$ cat config.mk
export PLATFORM = sky130hd
export DESIGN_NAME = dmc_regs
export DESIGN_NICKNAME = d
export VERILOG_FILES = /design/src/hw/rtl/dmc_pkg.sv /design/src/hw/rtl/dmc_regs.sv
export SDC_FILE = /design/constraint.sdc
export NUM_CORES = 1
export LEC_CHECK = 0
export ABC_CLOCK_PERIOD_IN_PS = 1300
export BUFFER_PORTS_ARGS = -buffer_cell sky130_fd_sc_hd__buf_2
export CORE_ASPECT_RATIO = 1.75
export CORE_MARGIN = 1.5
export CORE_UTILIZATION = 40
export DETAILED_ROUTE_END_ITERATION = 8
export HOLD_SLACK_MARGIN = 0.1
export PLACE_DENSITY = 0.73
export SLEW_MARGIN = 30
export SYNTH_ARGS = -nofsm -noshare
export SYNTH_HDL_FRONTEND = slang
export SYNTH_SLANG_ARGS = --single-unit
$ cat constraint.sdc
create_clock -name clk -period 1.3 [get_ports clk]
set_clock_uncertainty 0.2 [all_clocks]
set_input_delay 0 -clock clk [delete_from_list [all_inputs] [get_ports clk]]
set_output_delay 0 -clock clk [all_outputs]
set_load 0.005 [all_outputs]
$ cat src/hw/rtl/dmc_pkg.sv
// ---------------------------------------------------------------------------
// Direct-mapped cache tag controller package
// Shared widths, register map, configuration record and the command and
// status records between the controller and the datapath.
// ---------------------------------------------------------------------------
package dmc_pkg;

	// Fixed field widths.
	localparam int ADDR_W  = 32;
	localparam int CNT_W   = 48;
	localparam int COST_W  = 12;
	// The offset is never shorter than two bits, so a tag fits in 30 bits.
	localparam int MIN_OB  = 2;
	localparam int MAX_OB  = 12;
	localparam int TAG_W   = ADDR_W - MIN_OB;
	localparam int ENTRY_W = TAG_W + 2;

	// Default number of cache lines.
	localparam int DMC_LINES = 1024;

	// Register port.
	localparam int APB_AW    = 5;
	localparam int APB_DW    = 32;
	localparam int REG_IDX_W = APB_AW - 2;

	localparam logic [REG_IDX_W-1:0] REG_BLOCK_SHIFT    = 3'd0;
	localparam logic [REG_IDX_W-1:0] REG_LINE_COUNT_LOG = 3'd1;
	localparam logic [REG_IDX_W-1:0] REG_HIT_LATENCY    = 3'd2;
	localparam logic [REG_IDX_W-1:0] REG_BUS_CYCLES     = 3'd3;
	localparam logic [REG_IDX_W-1:0] REG_MEMORY_LATENCY = 3'd4;
	localparam logic [REG_IDX_W-1:0] REG_NEXT_IS_MEMORY = 3'd5;

	// Reset values of the registers.
	localparam logic [3:0] RST_BLOCK_SHIFT    = 4'd5;
	localparam logic [3:0] RST_LINE_COUNT_LOG = 4'd10;
	localparam logic [7:0] RST_HIT_LATENCY    = 8'd1;
	localparam logic [7:0] RST_BUS_CYCLES     = 8'd0;
	localparam logic [9:0] RST_MEMORY_LATENCY = 10'd100;
	localparam logic       RST_NEXT_IS_MEMORY = 1'b1;

	// Fixed overhead of a miss and of a dirty eviction.
	localparam logic [COST_W-1:0] MISS_OVERHEAD = 12'd2;

	typedef struct packed {
		logic [3:0] block_shift;
		logic [3:0] line_count_log2;
		logic [7:0] hit_latency;
		logic [7:0] bus_cycles;
		logic [9:0] memory_latency;
		logic       next_is_memory;
	} cfg_t;

	// Commands from the controller to the datapath.
	typedef struct packed {
		logic clr_en;  // clear one line entry during the reset sweep
		logic rd_en;   // accept an item and read its line entry
		logic upd_en;  // commit the lookup and load the result
	} cmd_t;

	// Status from the datapath to the controller.
	typedef struct packed {
		logic clr_last;  // sweep is at the last line
	} sts_t;

endpackage

$ cat src/hw/rtl/dmc_regs.sv
// ---------------------------------------------------------------------------
// Configuration registers
// APB-style register file for the cache geometry and the cost settings.
// ---------------------------------------------------------------------------
module dmc_regs import dmc_pkg::*; (
	input  logic              clk,
	input  logic              arst_n,
	input  logic              psel,
	input  logic              penable,
	input  logic              pwrite,
	input  logic [APB_AW-1:0] paddr,
	input  logic [APB_DW-1:0] pwdata,
	output logic [APB_DW-1:0] prdata,
	output logic              pready,
	output cfg_t              cfg
);

	logic [REG_IDX_W-1:0] reg_idx;
	logic                 wr_en;
	cfg_t                 cfg_q;

	assign reg_idx = paddr[APB_AW-1:2];
	assign wr_en   = psel & penable & pwrite;
	assign pready  = 1'b1;
	assign cfg     = cfg_q;

	// Register writes; each register keeps only its own low bits.
	always_ff @(posedge clk or negedge arst_n) begin
		if (!arst_n) begin
			cfg_q.block_shift     <= RST_BLOCK_SHIFT;
			cfg_q.line_count_log2 <= RST_LINE_COUNT_LOG;
			cfg_q.hit_latency     <= RST_HIT_LATENCY;
			cfg_q.bus_cycles      <= RST_BUS_CYCLES;
			cfg_q.memory_latency  <= RST_MEMORY_LATENCY;
			cfg_q.next_is_memory  <= RST_NEXT_IS_MEMORY;
		end else if (wr_en) begin
			unique case (reg_idx)
				REG_BLOCK_SHIFT:    cfg_q.block_shift     <= pwdata[3:0];
				REG_LINE_COUNT_LOG: cfg_q.line_count_log2 <= pwdata[3:0];
				REG_HIT_LATENCY:    cfg_q.hit_latency     <= pwdata[7:0];
				REG_BUS_CYCLES:     cfg_q.bus_cycles      <= pwdata[7:0];
				REG_MEMORY_LATENCY: cfg_q.memory_latency  <= pwdata[9:0];
				REG_NEXT_IS_MEMORY: cfg_q.next_is_memory  <= pwdata[0];
				default: ;
			endcase
		end
	end

	// Read data, zero-extended.
	always_comb begin
		unique case (reg_idx)
			REG_BLOCK_SHIFT:    prdata = APB_DW'(cfg_q.block_shift);
			REG_LINE_COUNT_LOG: prdata = APB_DW'(cfg_q.line_count_log2);
			REG_HIT_LATENCY:    prdata = APB_DW'(cfg_q.hit_latency);
			REG_BUS_CYCLES:     prdata = APB_DW'(cfg_q.bus_cycles);
			REG_MEMORY_LATENCY: prdata = APB_DW'(cfg_q.memory_latency);
			REG_NEXT_IS_MEMORY: prdata = APB_DW'(cfg_q.next_is_memory);
			default:            prdata = '0;
		endcase
	end

endmodule

==> metrics.yaml, run 1 <==
fp.dieArea_sq_um: 5422
dpl_cell_area_sq_um: 2392
rsz0062_at_grt: "yes"
routed_wl_um: 4856
largest_reg_flops: 35
yosysWarnings: 0
layout_commonest_cell: "buf_2"
r2r-start: "cfg[18]"
final_cell_area_sq_um: 2739
cts_num_sinks: 35
fin_cells: 308
p_leak_nw: 1.450
cap_violations: 0
clkTransAtPathRegs_ns: 0.08
reg2regPathDepth: 2
r2r_slack_ns: 0.19
fmax_mhz: 616.8
initial_core_util_pct: 41.90
status: "finished with violations"
first_global_vias: 1506
setup_slack_ns: -0.3214
max-vdd-ir-drop_uv: 1382
drc: 0
hold_viol: 0
crit_start: "cfg[27]"
drt-pass1-iter-count: 4
areaGrowthSynthToFinish_pct: 37.67
root_buffer: "clkbuf_8"
syn_avg_cell_area_sq_um: 13.35
io_buffers: 62
final_cell_mix: "62 x buf_2, 31 x buf_4, 27 x mux2_4"
clk_latency_ns: 0.28
min_path_type: "in -> async"
syn_area_sq_um: 1989
cp-start-kind: "register"
fin_util_pct: 57.68
setup-violations-final: 5
crit_fanout: 2
syn_inst: 149
drt_iter0_drc: 22
endpoint: "prdata[0]"
path_cells: "mux4_2, nand2b_1, o21ai_1, buf_2"
ys_types: 29
clock_path_buffers: 2
grt_max_degree: 36
grt_use_total_pct: 19.03
cellPowerDensity_nw_per_um2: 1296
arrival_ns: 1.42
ant_nets: 0
slew_viol_final: 0
cp_slowest_cell: "mux4_2"
synth-seq-area-share_pct: 44.59
post-route-period-util_pct: 124.7
antenna_found_initial: 0
drive_gt1_share_pct: 61.33
max_stage_delay_ns: 0.44
setup.worst_path.class: "reg -> out"
synth-seq-cells: 35
die_h_um: 96.30
hpwl_um: 3469
dp.cells: 276
violations: "negative setup slack"
endpoint_kind: "primary output"
via_per_inst: 4.792
grt_pass1_wl_um: 7838
r2r-end: "cfg[18]"
grt-ovfl-total: 0
hold_ws_ns: 0.07185
die_x_um: 56.31
required_ns: 1.10
core-area_sq_um: 4748
gp_congestion: 0.8409
pin_count: 110
nNetsFinal: 297
cts_tree: "built"
diodes: 0
cts_buffers: 5
rows: 33
wl_per_cell_um: 15.77
total_power_mw: 3.551
period_minus_slack_ns: 1.621
htree_levels: 2
vias: 1476
-- metrics by stage --
stage                     setup TNS [ns]  setup WS [ns]
after global routing              -1.372        -0.3811
after CTS                         -1.099        -0.3330
final                             -1.037        -0.3214
after detailed placement          -2.472        -0.1421
after floorplan                        0       0.001752
after global placement            -1.921        -0.1167
-- worst max-delay path, delay by kind of cell (launching register included) --
| family | cells | cell delay (ns) |
|---|---|---|
| compound gates | 1 | 0.07 |
| buf+inv | 1 | 0.13 |
| flops | 1 | 0.39 |
| mux | 1 | 0.44 |
| simple gates | 1 | 0.09 |
-- synth_stat cells --
cell type  number  area [sq um]
and3_1          3         18.77
mux2_4         26         390.4
nand3b_1        2         15.01
buf_12          1         20.02
nand2b_1        2         12.51
nor2_1          3         11.26
a21oi_1         1         5.000
mux4_2          1         22.52
nand2_1         6         22.52
and2_4          1         8.760
o21ai_0         5         25.02
mux2_2         10         112.6
buf_4          23         172.7
buf_6           3         33.78
and2_1          2         12.51
dfstp_2         9         236.5
inv_1           1         3.750
nor3b_4         2         37.54
o32ai_1         1         8.760
nor3_1          2         10.01
nand4b_1        1         8.760
a311o_1         1         10.01
mux2i_1         9         90.09
a211o_1         1         8.760
conb_1          2         7.510
buf_2           3         15.01
a31o_2          1         8.760
dfrtp_1        26         650.6
and4b_1         1         10.01
-- how the worst min path moves through the flow --
stage	from	endpoint	slack [ns]	depth (start not counted)
2_1_floorplan	arst_n	cfg[10]	-0.50	0
5_1_grt	arst_n	cfg[24]	0.10	3
4_1_cts	arst_n	cfg[16]	0.07	3
6_report	arst_n	cfg[16]	0.07	3
3_3_place_gp	arst_n	cfg[11]	-0.14	2
3_5_place_dp	arst_n	cfg[11]	-0.14	2
-- report_power, final --
group	leakage [nW]	switching [mW]	internal, mW
Combinational	0.965	0.382	0.681
Sequential	0.426	0.161	1.34
Clock	0.0581	0.414	0.571
Total	1.45	0.957	2.59
-- kinds of logic after synthesis --
| family | count (synthesis) | share of synthesized area (%) |
|---|---|---|
| flops | 35 | 44.59 |
| mux | 46 | 30.94 |
| simple gates | 25 | 8.428 |
| compound gates | 10 | 3.333 |
| other cells | 2 | 0.3775 |
| buf+inv | 31 | 12.33 |
-- layout make-up --
| cell class | count | area (sq um) |
|---|---|---|
| clock buffer | 5 | 68.82 |
| clock inverter | 3 | 43.79 |
| fill | 410 | 2009 |
| inverter | 1 | 3.754 |
| multi-input combinational | 104 | 957.2 |
| sequential | 35 | 887.1 |
| tap | 52 | 65.06 |
| timing repair buffer | 108 | 713.2 |
-- metal layers --
| layer | part of all wire [%] | global-route usage [%] |
|---|---|---|
| met5 | 0 | 0 |
| met3 | 4.3 | 4.301 |
| met1 | 40 | 21.00 |
| met4 | 1.1 | 6.151 |
| met2 | 55 | 35.69 |
-- timing repair --
| item | 4_1_cts | 5_1_grt |
|---|---|---|
| endpoints found under the hold margin | 70 | 0 |
| gates resized for setup | 2 | 6 |
| endpoints found under the setup margin | 5 | 9 |
| buffers inserted | 7 | 4 |
| hold buffers | 13 | 0 |
| pin swaps | 1 | 2 |
(Power assumes the default switching activity.)
==> run 2, diff against run 1 <==
- PLACE_DENSITY: 0.73 -> not set
- PLACE_DENSITY_LB_ADDON: not set -> 0.05
==> run 2 against run 1 <==
The run still ends with negative setup slack left. Via count shrank 4.7%. Sequential power barely moved. Worst setup slack improved by 0.023 ns. Cell area fell by 0.41%. Largest cell class unchanged. Largest power group unchanged. First-iteration DRC count increased by 32%. Combinational power decreased by 4%. Critical path type unchanged.
==> metrics.yaml, run 2 (same netlist as run 1, synthesis figures left out) <==
fp.dieArea_sq_um: 5422
final_cell_mix: "61 x buf_2, 31 x buf_4, 27 x mux2_4"
drt_iter0_drc: 29
fmax_mhz: 625.8
path_cells: "mux4_2, nand2b_1, o21ai_1, buf_2"
rows: 33
r2r_slack_ns: 0.10
cellPowerDensity_nw_per_um2: 1353
diodes: 0
min_path_type: "in -> reg"
setup.worst_path.class: "reg -> out"
nNetsFinal: 295
cts_tree: "built"
setup_slack_ns: -0.2980
grt_pass1_wl_um: 7245
drc: 0
setup-violations-final: 4
worstHoldEndpoint: "cfg[0]"
hold_viol: 0
clk_latency_ns: 0.29
cts_buffers: 5
min-delay-start: "penable"
ant_nets: 0
timing.setup.tns_ns: -0.9364
p_leak_nw: 1.440
cap_violations: 0
routed_wl_um: 4520
hold_buffers: 13
die_x_um: 56.31
final_cell_area_sq_um: 2728
violations: "negative setup slack"
hold_depth: 4
grt_use_total_pct: 17.63
fin_util_pct: 57.44
gp_congestion: 0.7532
initial_core_util_pct: 41.90
crit_fanout: 2
areaGrowthSynthToFinish_pct: 37.11
drive_gt1_share_pct: 60.63
dpl_cell_area_sq_um: 2387
seq_area_sq_um: 887.1
required_ns: 1.10
vias: 1406
endpoint_kind: "primary output"
reg2regPathDepth: 3
clkTransAtPathRegs_ns: 0.07
multi_input_area_sq_um: 945.9
max_stage_delay_ns: 0.45
cp-start-kind: "register"
grt-ovfl-total: 0
dp_slack_ns: -0.1465
die_h_um: 96.30
antenna_found_initial: 0
layout_commonest_cell: "buf_2"
htree_levels: 2
io_buffers: 62
core-area_sq_um: 4748
slew_viol_final: 0
max-vdd-ir-drop_uv: 1016
clock_path_buffers: 2
fillers: 437
pin_count: 110
arrival_ns: 1.40
post-route-period-util_pct: 122.9
root_buffer: "clkbuf_8"
drt-pass1-iter-count: 4
cts_num_sinks: 35
period_minus_slack_ns: 1.598
wl_per_cell_um: 14.77
via_per_inst: 4.595
hpwl_um: 3372
grt_max_degree: 36
status: "finished with violations"
cp_slowest_cell: "mux4_2"
largest_reg_flops: 35
r2r-start: "cfg[1]"
r2r-end: "cfg[1]"
first_global_vias: 1441
rsz0062_at_grt: "yes"
run 2: power breakdown:
| part | switching, mW | leakage, nW | internal, mW |
|---|---|---|---|
| Combinational | 0.357 | 0.949 | 0.658 |
| Sequential | 0.153 | 0.426 | 1.34 |
| Clock | 0.414 | 0.0644 | 0.765 |
run 2: worst max path at each step:
stage | from | end | slack (ns) | cells after the start
2_1_floorplan | paddr[2] | cfg[10] | 0.002 | 5
3_3_place_gp | paddr[4] | cfg[29] | -0.13 | 4
3_5_place_dp | paddr[4] | cfg[29] | -0.15 | 4
4_1_cts | cfg[1] | prdata[0] | -0.32 | 4
5_1_grt | cfg[1] | prdata[0] | -0.35 | 4
6_report | cfg[1] | prdata[0] | -0.30 | 4
run 2: routing by layer:
layer  vias up  track usage [%]  routed length (um)
met5         -                0                   0
li1        683                -                   -
met2        52            29.41                2296
met3         9            3.629                 220
met4         0            8.135                 106
met1       662            21.82                1896
run 2: final cells by class:
cell class	count	area share, %
Multi-Input combinational cell	104	34.68
Inverter	1	0.1376
Sequential cell	35	32.52
Clock inverter	3	2.477
Timing Repair Buffer	106	25.28
Clock buffer	5	2.523
Tap cell	52	2.385
run 2: through the flow:
stage	std cells	hold WS, ns	power (mW)
2_1_floorplan	170	-0.4956	2.006
3_3_place_gp	277	-0.2233	2.405
3_5_place_dp	277	-0.2228	2.419
4_1_cts	303	0.1004	3.696
5_1_grt	306	0.08627	3.895
6_report	306	0.05078	3.689
run 2: worst max-delay path, delay by kind of cell, from the launching register on:
family | cells | cell delay (ns)
AND/OR/NAND/NOR | 1 | 0.08
AO/OA/AOI/OAI | 1 | 0.06
flip-flops | 1 | 0.39
buffers and inverters | 1 | 0.13
multiplexers | 1 | 0.45
run 2: what timing repair did:
action,CTS,global route
pin swaps,2,1
resized for setup,4,4
hold endpoints to repair,70,1
buffers inserted,5,4
endpoints found under the setup margin,5,8
==> run 3, diff against run 2 <==
==> constraint.sdc (replaced) <==
create_clock -name clk -period 1.3 [get_ports clk]
set_clock_uncertainty 0.2 [all_clocks]
set_input_delay 0.13 -clock clk [delete_from_list [all_inputs] [get_ports clk]]
set_output_delay 0.13 -clock clk [all_outputs]
set_load 0.005 [all_outputs]
==> run 3 against run 2 <==
The flow still finishes with violations (negative setup slack). Wire length up 9.9%. Core utilization up 6.7 points. Total power up 5.3%. Sequential share of layout area down 3.4 points. Worst setup slack worse by 0.13 ns. Cell area up 12%. Combinational power up 34%. Largest cell class is now buffers. Register-to-register slack worse by 0.08 ns. Critical endpoint unchanged.
==> metrics.yaml, run 3 (same netlist as run 1, synthesis figures left out) <==
status: "finished with violations"
violations: "negative setup slack"
endpoint_kind: "primary output"
areaGrowthSynthToFinish_pct: 53.02
drive_gt1_share_pct: 64.75
rsz0062_at_grt: "yes"
die_x_um: 56.31
root_buffer: "clkbuf_8"
first_global_vias: 1607
period_minus_slack_ns: 1.726
p_leak_nw: 1.607
cp-start-kind: "register"
clkTransAtPathRegs_ns: 0.07
setup-violations-final: 16
pin_count: 110
cellPowerDensity_nw_per_um2: 1276
io_buffers: 62
drt_iter0_drc: 20
die_h_um: 96.30
required_ns: 0.97
cts_num_sinks: 35
final_cell_mix: "50 x buf_2, 39 x buf_4, 29 x mux2_4"
fin_cells: 330
initial_core_util_pct: 41.90
post-route-period-util_pct: 132.8
grt_pass1_wl_um: 7921
crit_buf_inv: 1
grt-ovfl-total: 0
nNetsFinal: 319
rows: 33
cp_slowest_cell: "mux4_2"
cts_buffers: 5
vias: 1559
antenna_found_initial: 0
hpwl_um: 3639
critPathTopFamily: "multiplexers"
arrival_ns: 1.40
path_cells: "mux4_2, nand2b_1, o21ai_1, buf_2"
slew_viol_final: 0
cts_tree: "built"
ant_nets: 0
largest_reg_flops: 35
min_path_type: "in -> async"
setup.worst_path.class: "reg -> out"
cap_violations: 0
crit_fanout: 2
setup_slack_ns: -0.4262
via_per_inst: 4.724
grt_use_total_pct: 19.23
fp.dieArea_sq_um: 5422
diodes: 0
clock_path_buffers: 2
fmax_mhz: 579.3
layout_commonest_cell: "buf_2"
wl_per_cell_um: 15.06
max_stage_delay_ns: 0.45
gp_congestion: 0.7828
hold_viol: 0
htree_levels: 2
drt-pass1-iter-count: 4
fin_util_pct: 64.11
clk_latency_ns: 0.29
max-vdd-ir-drop_uv: 845.4
core-area_sq_um: 4748
drc: 0
grt_max_degree: 36
dp.cells: 294
routed_wl_um: 4969
## run 3: changes by cell type in the layout (fill, tap and decap cells not counted), moves of 2 or more
| cell | delta |
|---|---|
| buf_2 | -11 |
| buf_6 | +26 |
| mux2_4 | +2 |
| mux2_2 | -2 |
| buf_4 | +8 |
## run 3: final cells by class
cell class,count,area [sq um]
Fill cell,398,1704
Timing Repair Buffer,130,1005
Multi-Input combinational cell,104,965.9
Sequential cell,35,887.1
Clock buffer,6,82.58
Tap cell,52,65.06
Clock inverter,2,35.03
Inverter,1,3.754
## run 3: what timing repair did
| action | 4_1_cts | 5_1_grt |
|---|---|---|
| pin swaps | 1 | 1 |
| setup endpoints to repair | 15 | 29 |
| cloned | 0 | 0 |
| gates resized for setup | 23 | 16 |
| hold endpoints to repair | 70 | 0 |
| hold buffers | 11 | 0 |
| setup buffers | 10 | 11 |
## run 3: where the power goes
group	total, mW	internal [mW]	switching [mW]	leakage [nW]
registers	1.50	1.34	0.156	0.426
logic	1.37	0.925	0.440	1.12
clock network	1.02	0.621	0.399	0.0612
total	3.88	2.89	0.995	1.61
## run 3: final timing paths
kind / startpoint / end / slack, ns / depth (start not counted)
max: cfg[1] / prdata[0] / -0.43 / 4
max in group asynchronous: arst_n / cfg[3] / 0.52 / 3
max reg2reg: cfg[1] / cfg[1] / 0.02 / 4
min: arst_n / cfg[8] / 0.13 / 3
min reg2reg: cfg[25] / cfg[25] / 0.33 / 1
min in group clk: penable / cfg[0] / 0.20 / 4
## run 3: per-layer routing
layer  wire length, um  track usage, %  up-vias
li1                  -               -      732
met1              2006           22.27      755
met2              2649           34.41       64
met3               214           3.360        8
met4                98           8.532        0
met5                 0               0        -
## run 3: worst min-delay path, cell delays in order
cell	delay, ns
dlygate4sd3_1	0.52
buf_2	0.12
buf_12	0.21
## run 3: stage by stage
step	setup TNS (ns)	setup WS (ns)	power, mW	hold slack (ns)	instance area, sq um
finish	-2.337	-0.4262	3.885	0.1269	3044
global route	-3.152	-0.4674	4.098	0.1550	3044
CTS	-2.377	-0.4318	3.801	0.1376	2919
detailed placement	-9.311	-0.2709	2.537	-0.09455	2522
global placement	-8.613	-0.2536	2.516	-0.09713	2522
floorplan	-1.508	-0.1235	2.017	-0.3656	2085
