### src/hw/rtl/dmc_pkg.sv
// ---------------------------------------------------------------------------
// Direct-mapped cache tag controller package
// Shared widths, register map, configuration record and the command and
// status records between the controller and the datapath.
// ---------------------------------------------------------------------------
package dmc_pkg;

	// Fixed field widths.
	localparam int ADDR_W  = 32;
	localparam int CNT_W   = 48;
	localparam int COST_W  = 12;
	// The offset is never shorter than two bits, so a tag fits in 30 bits.
	localparam int MIN_OB  = 2;
	localparam int MAX_OB  = 12;
	localparam int TAG_W   = ADDR_W - MIN_OB;
	localparam int ENTRY_W = TAG_W + 2;

	// Default number of cache lines.
	localparam int DMC_LINES = 1024;

	// Register port.
	localparam int APB_AW    = 5;
	localparam int APB_DW    = 32;
	localparam int REG_IDX_W = APB_AW - 2;

	localparam logic [REG_IDX_W-1:0] REG_BLOCK_SHIFT    = 3'd0;
	localparam logic [REG_IDX_W-1:0] REG_LINE_COUNT_LOG = 3'd1;
	localparam logic [REG_IDX_W-1:0] REG_HIT_LATENCY    = 3'd2;
	localparam logic [REG_IDX_W-1:0] REG_BUS_CYCLES     = 3'd3;
	localparam logic [REG_IDX_W-1:0] REG_MEMORY_LATENCY = 3'd4;
	localparam logic [REG_IDX_W-1:0] REG_NEXT_IS_MEMORY = 3'd5;

	// Reset values of the registers.
	localparam logic [3:0] RST_BLOCK_SHIFT    = 4'd5;
	localparam logic [3:0] RST_LINE_COUNT_LOG = 4'd10;
	localparam logic [7:0] RST_HIT_LATENCY    = 8'd1;
	localparam logic [7:0] RST_BUS_CYCLES     = 8'd0;
	localparam logic [9:0] RST_MEMORY_LATENCY = 10'd100;
	localparam logic       RST_NEXT_IS_MEMORY = 1'b1;

	// Fixed overhead of a miss and of a dirty eviction.
	localparam logic [COST_W-1:0] MISS_OVERHEAD = 12'd2;

	typedef struct packed {
		logic [3:0] block_shift;
		logic [3:0] line_count_log2;
		logic [7:0] hit_latency;
		logic [7:0] bus_cycles;
		logic [9:0] memory_latency;
		logic       next_is_memory;
	} cfg_t;

	// Commands from the controller to the datapath.
	typedef struct packed {
		logic clr_en;  // clear one line entry during the reset sweep
		logic rd_en;   // accept an item and read its line entry
		logic upd_en;  // commit the lookup and load the result
	} cmd_t;

	// Status from the datapath to the controller.
	typedef struct packed {
		logic clr_last;  // sweep is at the last line
	} sts_t;

endpackage

### src/hw/rtl/dmc_ctrl.sv
// ---------------------------------------------------------------------------
// Cache controller state machine
// Sequences the reset sweep of the line memory, item acceptance, the lookup
// commit and the output handshake.
// ---------------------------------------------------------------------------
module dmc_ctrl import dmc_pkg::*; (
	input  logic clk,
	input  logic arst_n,
	input  logic in_valid,
	output logic in_stall,
	output logic out_valid,
	input  logic out_stall,
	input  sts_t sts,
	output cmd_t cmd
);

	localparam logic [1:0] ST_CLEAR  = 2'd0;
	localparam logic [1:0] ST_IDLE   = 2'd1;
	localparam logic [1:0] ST_LOOKUP = 2'd2;

	logic [1:0] state_q, state_d;
	logic       out_valid_q;

	assign in_stall  = (state_q != ST_IDLE);
	assign out_valid = out_valid_q;

	// Next state and commands.
	always_comb begin
		state_d = state_q;
		cmd     = '0;
		unique case (state_q)
			ST_CLEAR: begin
				cmd.clr_en = 1'b1;
				if (sts.clr_last) begin
					state_d = ST_IDLE;
				end
			end
			ST_IDLE: begin
				if (in_valid) begin
					cmd.rd_en = 1'b1;
					state_d   = ST_LOOKUP;
				end
			end
			ST_LOOKUP: begin
				// Commit only when the output register is free or being emptied.
				if (!out_valid_q || !out_stall) begin
					cmd.upd_en = 1'b1;
					state_d    = ST_IDLE;
				end
			end
			default: begin
				state_d = ST_CLEAR;
			end
		endcase
	end

	always_ff @(posedge clk or negedge arst_n) begin
		if (!arst_n) begin
			state_q <= ST_CLEAR;
		end else begin
			state_q <= state_d;
		end
	end

	// Output valid: set by a commit, cleared when the item is taken.
	always_ff @(posedge clk or negedge arst_n) begin
		if (!arst_n) begin
			out_valid_q <= 1'b0;
		end else if (cmd.upd_en) begin
			out_valid_q <= 1'b1;
		end else if (!out_stall) begin
			out_valid_q <= 1'b0;
		end
	end

endmodule

### config.mk
export PLATFORM = sky130hd
export DESIGN_NAME = dmc_ctrl
export DESIGN_NICKNAME = d
export VERILOG_FILES = /design/src/hw/rtl/dmc_pkg.sv /design/src/hw/rtl/dmc_ctrl.sv
export SDC_FILE = /design/constraint.sdc
export NUM_CORES = 1
export LEC_CHECK = 0
export BUFFER_PORTS_ARGS = -buffer_cell sky130_fd_sc_hd__buf_4
export CAP_MARGIN = 20
export CELL_PAD_IN_SITES_DETAIL_PLACEMENT = 2
export CELL_PAD_IN_SITES_GLOBAL_PLACEMENT = 2
export CORE_AREA = 2 2 39 41
export CTS_CLUSTER_DIAMETER = 40
export DETAILED_ROUTE_END_ITERATION = 6
export DIE_AREA = 0 0 41 43
export PLACE_DENSITY = 0.54
export SYNTH_ARGS = -nofsm -noshare
export SYNTH_HDL_FRONTEND = slang
export SYNTH_SLANG_ARGS = --single-unit
### constraint.sdc
create_clock -name clk -period 1.3 [get_ports clk]
set_input_delay 0.26 -clock clk [delete_from_list [all_inputs] [get_ports clk]]
set_output_delay 0.26 -clock clk [all_outputs]
set_load 0.02 [all_outputs]
==> summary.txt, run 1 <==
Timing
  – Minimum clock period: 1340 ps
  – RSZ-0062 raised after global routing: yes
  – FMAX: 746 MHz
  – Clock Skews: 6.54 ps
  – Final Max Slew Viols: 0
  – TNS Setup: -121 ps
  – Fin crit share: 1.03
  – Relative slew slack: 0.872
  – Final hold vios: 0
  – Finish-stage setup viols: 3
  – Slew @ Worst Pin: 191 ps
  – Worst setup margin: -41.2 ps

Place
  – Placed Area: 240 sq um
  – Post-Place Cells: 40
  – Placer Congestion: 0.559
  – Post-DP HPWL: 386 microns
  – IO Port Bufs: 9

Routing
  – WL per Instance: 13.2 microns
  – Routed WL: 672 microns
  – Starting DRT DRC Count: 3
  – Vias per inst: 3.88
  – Drc violations: 0
  – Routed Antenna Nets: 0
  – Routed via count: 198
  – Pre-antenna DRT Iters: 2

GRT
  – Largest net degree at the start of global routing: 6
  – First-pass GRT wire length: 1020 microns
  – Initial antenna violation count: 0
  – Vias in the first global route: 231
  – Total grt overflow: 0
  – Total track usage: 0.0994

Synthesis
  – Biggest area consumer among synthesized cells: dfrtp_1
  – Post-Synthesis Cells: 15
  – Cell with the most instances after synthesis: dfrtp_1
  – Ys async rst share: 1.00
  – Syn Nets: 20
  – Sequential element share of the synthesized area: 0.492
  – Top cells by area, synth: dfrtp_1 49%, o32ai_2 11%, and3b_1 5.7%
  – Syn. warnings: 0
  – Area of the mapped netlist: 153 sq um
  – Unique cell type count in the Yosys netlist: 11
  – Main synth FF type: dfrtp_1
  – Commonest cells post-synth: 3 x dfrtp_1, 2 x nand2_1, 2 x nor2_1
  – Mapped Avg Cell Area: 10.2 sq um
  – Synth top area share: 0.492
  – Post-synth EDFFs: 0
  – Synth Register Bits: 3

Die
  – Die width: 41 microns
  – Die Y: 43 microns
  – Row count: 14
  – Die footprint: 1760 sq um
  – I/O pins: 10
  – Starting Density: 0.110
  – Core area: 1380 sq um

Clock network
  – Later-pin clock latency in the skew report: 240 ps
  – CTS tree: built
  – H-tree lvl count: 1
  – Num CTS Buffers: 3
  – Root Buffer: clkbuf_4
  – Clk buf depth: 2
  – Clock sinks: 3
  – Clock Pin Slew Worst Setup and Hold Paths: 40 ps

Critical path
  – WP data arrival: 1080 ps
  – Crit end category: primary output
  – WS Path Type: reg -> out
  – CP startpoint kind: flip-flop
  – Crit Path Max Fanout: 5
  – Crit path required time: 1040 ps
  – Worst reg2reg setup slack: 260 ps

Flow run
  – Total of max-cap violations: 0

Hold path
  – Worst hold path type: in -> reg

Finish
  – Layout cells sized above 1: 0.714
  – Final Cell Area: 353 sq um
  – Layout Nets: 41
  – Post-Layout Cell Count: 51
  – Area Growth Syn to Fin: 131%
  – Ant diodes: 0

Power and ir drop
  – Static leakage: 0.187 nW
  – Maximum vdd ir drop: 0.704 mV
  – Pwr per Cell Area: 2530 nW/um^2

Outcome
  – Failing checks: setup timing
  – Outcome: complete, but fails checks
## worst paths after layout
kind / start / endpoint / depth (start not counted)
max: state_q[0]$_DFFE_PN0P_ / cmd[0] / 3
min: in_valid / state_q[0]$_DFFE_PN0P_ / 2
max reg2reg: state_q[0]$_DFFE_PN0P_ / state_q[1]$_DFFE_PN0P_ / 3
min reg2reg: out_valid$_DFFE_PN0P_ / out_valid$_DFFE_PN0P_ / 2
max in group asynchronous: arst_n / state_q[0]$_DFFE_PN0P_ / 2
min in group asynchronous: arst_n / state_q[1]$_DFFE_PN0P_ / 2
## critical path, cell delays in order, from the launching register on
cell      delay (ps)
dfrtp_2          430
nand2b_4         150
a21oi_2          130
buf_6            130
## power by group
group | total (mW) | internal (mW) | leakage [nW] | switching, mW
clock | 0.173 | 0.116 | 0.0150 | 0.0574
sequential | 0.202 | 0.140 | 0.0358 | 0.0614
combinational | 0.516 | 0.292 | 0.136 | 0.225
## logic make-up (layout without fill, tap and decap cells)
group | Yosys count | in the layout | synth area share
flip-flops | 3 | 3 | 0.492
buffers and inverters | 1 | 21 | 0.0246
AND/OR/NAND/NOR | 8 | 8 | 0.295
AO/OA/AOI/OAI | 3 | 3 | 0.189
## layout make-up
class                   instances  area (sq um)
flip-flops and latches          3          77.6
clock buffers                   4          26.3
multi-input cells              11          91.3
inverters                       1          3.75
fillers                       169          1030
well taps                      16          20.0
repair buffers                 16           134
## cell usage in the layout (no fill, tap or decap), drive strengths merged
cell,n
a21oi,1
clkbuf,4
inv,1
and3b,1
a21o,1
and3,1
buf,15
dlygate4sd3,1
dfrtp,3
o32ai,1
nor2,2
nand2,2
nand2b,2
## what timing repair did
item | CTS | global route
resized for setup | 6 | 3
endpoints found under the setup margin | 2 | 4
setup buffers | 5 | 1
pin swaps | 0 | 0
hold buffers | 1 | 0
hold endpoints to repair | 3 | 0
## through the flow
step | hold slack (ps) | util | setup WS (ps) | power (mW)
floorplan | -35.6 | - | 114 | 0.375
global placement | 51.8 | 0.174 | 171 | 0.511
detailed placement | 53.5 | 0.174 | 94.7 | 0.529
CTS | 208 | 0.241 | -40.7 | 0.836
global route | 224 | 0.255 | -86.4 | 0.958
finish | 220 | 0.255 | -41.2 | 0.891
## layer usage
layer | share of wire | wire (microns) | global-route usage | vias to the layer above
li1 | - | - | - | 91
met1 | 0.36 | 244 | 0.0868 | 95
met2 | 0.56 | 374 | 0.159 | 12
met4 | 0 | 0 | 0.0400 | 0
met3 | 0.079 | 53 | 0.0785 | 0
met5 | 0 | 0 | 0 | -
## flip-flops by register name (all words and copies together), names as in the netlist
register	cells
state_q	2
out_valid	1
Note: power is estimated with default switching activity, not from simulation.
==> inputs of run 2 (changes only) <==
--- a/config.mk
+++ b/config.mk
@@ -9,11 +9,12 @@
 export CAP_MARGIN = 20
 export CELL_PAD_IN_SITES_DETAIL_PLACEMENT = 2
 export CELL_PAD_IN_SITES_GLOBAL_PLACEMENT = 2
-export CORE_AREA = 2 2 39 41
+export CORE_AREA = 10 10 47 49
 export CTS_CLUSTER_DIAMETER = 40
 export DETAILED_ROUTE_END_ITERATION = 6
-export DIE_AREA = 0 0 41 43
+export DIE_AREA = 0 0 57 59
 export PLACE_DENSITY = 0.54
+export SETUP_SLACK_MARGIN = 0.4
 export SYNTH_ARGS = -nofsm -noshare
 export SYNTH_HDL_FRONTEND = slang
 export SYNTH_SLANG_ARGS = --single-unit
==> run 2 against run 1 <==
  * Critical path depth is the same
  * Combinational power about the same
  * Largest power group unchanged
  * The run still ends with setup timing left
  * Global-route usage fell by 5.4 points
  * Setup slack better by 27 ps
  * Sequential power about the same
  * Sequential cell count stayed put
  * Non-clock buffer count decreased by 2
  * Via count is 0.51% lower
  * Clock power is essentially flat
  * Count of clock-buffer cells in the layout did not move
  * Critical path type unchanged
  * Final cell count is 3.9% lower
==> summary.txt, run 2 (same netlist as run 1, synthesis figures left out) <==
Outcome
  – Outcome: complete, but fails checks
  – Failing checks: setup timing

Finish
  – Commonest non-fill, non-tap cells in the layout: 8 x buf_4, 5 x buf_6, 3 x clkbuf_4, 3 x dfrtp_2, 2 x nand2_1
  – Max FFs per register: 2 (unchanged)
  – Layout cells sized above 1: 0.758 (+0.0433)
  – Largest register by flop count: state_q
  – Finished Core Util: 0.251 (-0.00408)
  – Area Growth Syn to Fin: 130%
  – Ant diodes: 0 (unchanged)
  – Layout Nets: 39 (-4.9%)
  – Final Cell Area: 352 sq um (-0.35%)
  – Post-Layout Cell Count: 49 (-3.9%)
  – Most common cell after layout, fill and taps aside: buf_4

Timing
  – FMAX: 761 MHz (+2.0%)
  – Clock Skews: 6.48 ps (-0.0612 ps)
  – Slew @ Worst Pin: 182 ps (-8.98 ps)
  – Finish-stage setup viols: 2 (-1)
  – Relative slew slack: 0.878 (+0.00599)
  – Fin crit share: 1.01 (-0.0206)
  – Minimum clock period: 1310 ps (-26.8 ps)
  – Final Max Slew Viols: 0 (unchanged)
  – RSZ-0062 raised after global routing: yes
  – Hold slack: 219 ps (-0.818 ps)
  – Final hold vios: 0 (unchanged)
  – Worst setup margin: -14.3 ps (+26.8 ps)
  – TNS Setup: -23.7 ps (+96.8 ps)

Critical path
  – Crit Path Max Fanout: 4 (-1)
  – WS Path Type: reg -> out
  – Crit path required time: 1040 ps (about the same)
  – Crit end category: primary output
  – CP peak stage delay: 420 ps (about the same)
  – CP max-delay cell: dfrtp_2
  – CP startpoint kind: flip-flop
  – Delay-heaviest family, CP: flip-flops
  – WP data arrival: 1050 ps (-30 ps)
  – CP bufs+invs: 1 (unchanged)
  – Crit path cell chain: nand2b_4 > a21oi_4 > buf_6

Routing
  – Routed via count: 197 (-0.51%)
  – Routed Antenna Nets: 0 (unchanged)
  – Drc violations: 0 (unchanged)
  – WL per Instance: 13.2 microns (+0.36%)
  – Starting DRT DRC Count: 0 (-3)
  – Vias per inst: 4.02 (+3.6%)
  – Pre-antenna DRT Iters: 1 (-1)
  – Routed WL: 648 microns (-3.6%)

Die
  – Die footprint: 3360 sq um (+91%)
  – Die width: 57 microns (+39%)
  – I/O pins: 10 (unchanged)
  – Starting Density: 0.109 (-0.00138)
  – Core area: 1400 sq um (+1.3%)
  – Die Y: 59 microns (+37%)
  – Row count: 14 (unchanged)

Clock network
  – Clock sinks: 3 (unchanged)
  – Later-pin clock latency in the skew report: 240 ps (about the same)
  – Root Buffer: clkbuf_4
  – Clk buf depth: 2 (unchanged)
  – Num CTS Buffers: 3 (unchanged)
  – H-tree lvl count: 1 (unchanged)
  – Clock Pin Slew Worst Setup and Hold Paths: 40 ps (about the same)
  – CTS tree: built

Power and ir drop
  – Static leakage: 0.178 nW (-4.7%)
  – Pwr per Cell Area: 2550 nW/um^2 (+0.83%)
  – Final Total Pwr: 0.895 mW (+0.47%)
  – Maximum vdd ir drop: 0.694 mV (-1.4%)
  – Net Sw Frac: 0.388 (+0.00298)
  – Gate power share: 0.579 (about the same)
  – Internal power: 0.548 mW (about the same)
  – Sequential power share: 0.229 (+0.003)
  – Psw: 0.348 mW (+1.2%)
  – Clk pwr share: 0.193 (about the same)

Place
  – Post-Place Cells: 40 (unchanged)
  – Post-DP HPWL: 451 microns (+17%)
  – IO Port Bufs: 9 (unchanged)
  – Placer Congestion: 0.659 (+18%)
  – Setup WS pre-CTS: 157 ps (+61.8 ps)
  – Placed Area: 262 sq um (+8.9%)

GRT
  – Vias in the first global route: 238 (+3.0%)
  – Initial antenna violation count: 0 (unchanged)
  – Total grt overflow: 0 (unchanged)
  – Largest net degree at the start of global routing: 7 (+1)
  – First-pass GRT wire length: 1050 microns (+2.6%)
  – Total track usage: 0.0458 (-0.0535)

Flow run
  – Total of max-cap violations: 0 (unchanged)

Hold path
  – Worst hold path type: in -> reg
## run 2: cell count changes in the layout (fill, tap and decap cells not counted), sizes merged
| cell | previous run | this run |
|---|---|---|
| buf | 15 | 13 |
## run 2: power by group through the flow
stage / registers, mW / logic (mW) / clock network (mW)
floorplan: 0.215 / 0.205 / 0
global placement: 0.207 / 0.360 / 0
detailed placement: 0.215 / 0.365 / 0
CTS: 0.207 / 0.469 / 0.184
global route: 0.213 / 0.560 / 0.197
finish: 0.205 / 0.518 / 0.172
## run 2: repair_timing
action,4_1_cts,5_1_grt
setup buffers,3,1
hold buffers,1,0
endpoints found under the setup margin,7,7
endpoints found under the hold margin,3,0
resized for setup,5,3
pin swaps,1,1
## run 2: path summary, 6_finish.rpt
| check | start | endpoint | slack (ps) | cells after the start |
|---|---|---|---|---|
| min reg2reg | state_q[1]$_DFFE_PN0P_ | out_valid$_DFFE_PN0P_ | 570 | 2 |
| min in group asynchronous | arst_n | out_valid$_DFFE_PN0P_ | 350 | 2 |
| min | in_valid | state_q[0]$_DFFE_PN0P_ | 220 | 2 |
| max | state_q[0]$_DFFE_PN0P_ | cmd[0] | -10 | 3 |
| max reg2reg | out_valid$_DFFE_PN0P_ | state_q[0]$_DFFE_PN0P_ | 190 | 3 |
| max in group asynchronous | arst_n | state_q[0]$_DFFE_PN0P_ | 840 | 2 |
## run 2: layout make-up
type	count	area, sq um
sequential	3	78.8
inverter	1	3.75
tap	16	20.0
clock buffer	4	26.3
multi-input combinational	11	96.3
timing repair buffer	14	126
fill	170	1050
## run 2: worst reg2reg max path: stages (launching register included)
cell and delay [ps]:
dfrtp_2 430, buf_4 150, and3_1 190, o32ai_2 240
## run 2: layer usage
metal,vias to the layer above,share of wire,track usage
li1,88,-,-
met1,93,0.33,0.0345
met2,14,0.45,0.0589
met3,2,0.21,0.0644
met4,0,0.014,0.0302
met5,-,0,0
==> inputs of run 3 (changes only) <==
--- a/config.mk
+++ b/config.mk
@@ -10,6 +10,7 @@
 export CELL_PAD_IN_SITES_DETAIL_PLACEMENT = 2
 export CELL_PAD_IN_SITES_GLOBAL_PLACEMENT = 2
 export CORE_AREA = 10 10 47 49
+export CTS_BUF_LIST = sky130_fd_sc_hd__clkbuf_2
 export CTS_CLUSTER_DIAMETER = 40
 export DETAILED_ROUTE_END_ITERATION = 6
 export DIE_AREA = 0 0 57 59
==> run 3 against run 2 <==
  * The run now ends clean
  * Via count fell by 0.51%
  * Clock skew increased by 6.1 ps
  * Sequential share of layout area grew 0.41 points
  * Routed wire length is the same
  * Design area fell by 1.8%
  * Combinational power barely moved
  * Highest routed layer unchanged
  * Setup slack improved by 27 ps
  * Critical path type unchanged
  * Global-route usage is the same
==> summary.txt, run 3 (same netlist as run 1, synthesis figures left out) <==
Critical path
  – Worst reg2reg endpoint: state_q[0]$_DFFE_PN0P_
  – Worst reg2reg setup slack: 180 ps (about the same)
  – WS Path Type: reg -> out
  – CP max-delay cell: dfrtp_2
  – Crit path required time: 1040 ps (about the same)
  – Crit Path Max Fanout: 4 (unchanged)
  – R2r worst-path depth: 3 (unchanged)
  – WP data arrival: 1030 ps (-20 ps)
  – CP peak stage delay: 430 ps (about the same)
  – RR Startpoint: out_valid$_DFFE_PN0P_
  – Crit path cell chain: nand2b_4 > a21oi_4 > buf_6
  – Crit end category: primary output
  – CP startpoint kind: flip-flop

Hold path
  – Hold path cells: 2 (unchanged)
  – Hold wc startpoint: in_valid
  – Hold endpoint: state_q[0]$_DFFE_PN0P_
  – Worst hold path type: in -> reg

Timing
  – Minimum clock period: 1290 ps (-27.1 ps)
  – RSZ-0062 raised after global routing: yes
  – Fin crit share: 0.990 (-0.0209)
  – Clock Skews: 12.6 ps (+6.11 ps)
  – Final hold vios: 0 (unchanged)
  – Slew @ Worst Pin: 182 ps (+0.00155 ps)
  – Final Max Slew Viols: 0 (unchanged)
  – Relative slew slack: 0.878 (about the same)
  – FMAX: 777 MHz (+2.1%)
  – Finish-stage setup viols: 0 (-2)

Power and ir drop
  – Pwr per Cell Area: 2490 nW/um^2 (-2.0%)
  – Static leakage: 0.179 nW (+0.92%)
  – Maximum vdd ir drop: 0.714 mV (+2.8%)
  – Final Total Pwr: 0.861 mW (-3.8%)

GRT
  – Total grt overflow: 0 (unchanged)
  – First-pass GRT wire length: 1050 microns (unchanged)
  – Total track usage: 0.0458 (unchanged)
  – Vias in the first global route: 238 (unchanged)
  – Initial antenna violation count: 0 (unchanged)
  – Largest net degree at the start of global routing: 7 (unchanged)

Finish
  – Max FFs per register: 2 (unchanged)
  – Largest register by flop count: state_q
  – Commonest non-fill, non-tap cells in the layout: 8 x buf_4, 5 x buf_6, 4 x clkbuf_2
  – Layout cells sized above 1: 0.788 (+0.0303)
  – Final Cell Area: 345 sq um (-1.8%)
  – Most common cell after layout, fill and taps aside: buf_4
  – Finished Core Util: 0.246 (-0.00446)
  – Layout Nets: 39 (unchanged)
  – Ant diodes: 0 (unchanged)
  – Area Growth Syn to Fin: 126%

Routing
  – Starting DRT DRC Count: 0 (unchanged)
  – Pre-antenna DRT Iters: 1 (unchanged)
  – WL per Instance: 13.2 microns (unchanged)
  – Vias per inst: 4.00 (-0.51%)
  – Routed Antenna Nets: 0 (unchanged)
  – Drc violations: 0 (unchanged)
  – Routed via count: 196 (-0.51%)
  – Routed WL: 648 microns (unchanged)

Clock network
  – Clock sinks: 3 (unchanged)
  – Clk buf depth: 2 (unchanged)
  – Root Buffer: clkbuf_2
  – Num CTS Buffers: 3 (unchanged)
  – Clock Pin Slew Worst Setup and Hold Paths: 40 ps (about the same)
  – Later-pin clock latency in the skew report: 220 ps (-20 ps)
  – H-tree lvl count: 1 (unchanged)
  – CTS tree: built

Place
  – Placed Area: 262 sq um (unchanged)
  – IO Port Bufs: 9 (unchanged)
  – Post-DP HPWL: 451 microns (unchanged)
  – Placer Congestion: 0.659 (unchanged)

Die
  – Die width: 57 microns (unchanged)
  – Die footprint: 3360 sq um (unchanged)
  – I/O pins: 10 (unchanged)
  – Row count: 14 (unchanged)
  – Starting Density: 0.109 (unchanged)
  – Core area: 1400 sq um (unchanged)
  – Die Y: 59 microns (unchanged)

Outcome
  – Outcome: complete, no violations

Flow run
  – Total of max-cap violations: 0 (unchanged)
## run 3: cell count changes in the layout (fill, tap and decap cells not counted)
cell,previous run,this run
clkbuf_2,0,4
clkbuf_1,1,0
clkbuf_4,3,0
## run 3: how the worst max path moves through the flow
stage                                       from     end  slack (ps)  cells past startpoint
after floorplan           state_q[0]$_DFFE_PN0P_  cmd[0]         290                      2
after global placement    state_q[0]$_DFFE_PN0P_  cmd[0]         190                      3
after detailed placement  state_q[0]$_DFFE_PN0P_  cmd[0]         160                      3
after CTS                 state_q[1]$_DFFE_PN0P_  cmd[1]         -10                      2
after global routing      state_q[1]$_DFFE_PN0P_  cmd[1]         -60                      2
final                     state_q[0]$_DFFE_PN0P_  cmd[0]          10                      3
## run 3: worst max-delay path, delay by kind of cell (launching register included)
kind,cells,cell delay [ps]
buffers and inverters,1,130
DFF,1,430
AOI/OAI and AO/OA,1,110
and+or+nand+nor,1,160
## run 3: area by class of cell
| type | count | area, sq um |
|---|---|---|
| repair buffers | 14 | 126 |
| multi-input cells | 11 | 96.3 |
| flip-flops and latches | 3 | 78.8 |
| inverters | 1 | 3.75 |
| clock buffers | 4 | 20.0 |
| well taps | 16 | 20.0 |
| fillers | 170 | 1060 |
## run 3: stage by stage
stage,std cells,hold WS (ps),setup slack (ps),setup TNS (ps)
2_1_floorplan,15,-35.6,291,0
3_3_place_gp,40,51.4,188,0
3_5_place_dp,40,53.8,157,0
4_1_cts,48,229,-13.5,-22.7
5_1_grt,49,229,-57.7,-178
6_report,49,247,12.8,0
## run 3: timing repair
action / CTS / global route
resized for setup: 5 / 3
pin swaps: 1 / 1
buffers inserted: 3 / 1
hold buffers: 1 / 0
endpoints found under the setup margin: 7 / 7
endpoints found under the hold margin: 3 / 0
## run 3: metal layers
metal / share of wire / vias up / GRT usage
li1: - / 88 / -
met1: 0.33 / 92 / 0.0345
met2: 0.45 / 14 / 0.0589
met3: 0.21 / 2 / 0.0644
met4: 0.014 / 0 / 0.0302
met5: 0 / - / 0
## run 3: report_power, final
group	internal [mW]	switching [mW]	leakage [nW]	total (mW)
Sequential	0.143	0.0609	0.0344	0.204
Clock	0.0812	0.0579	0.0166	0.139
Combinational	0.289	0.230	0.128	0.518
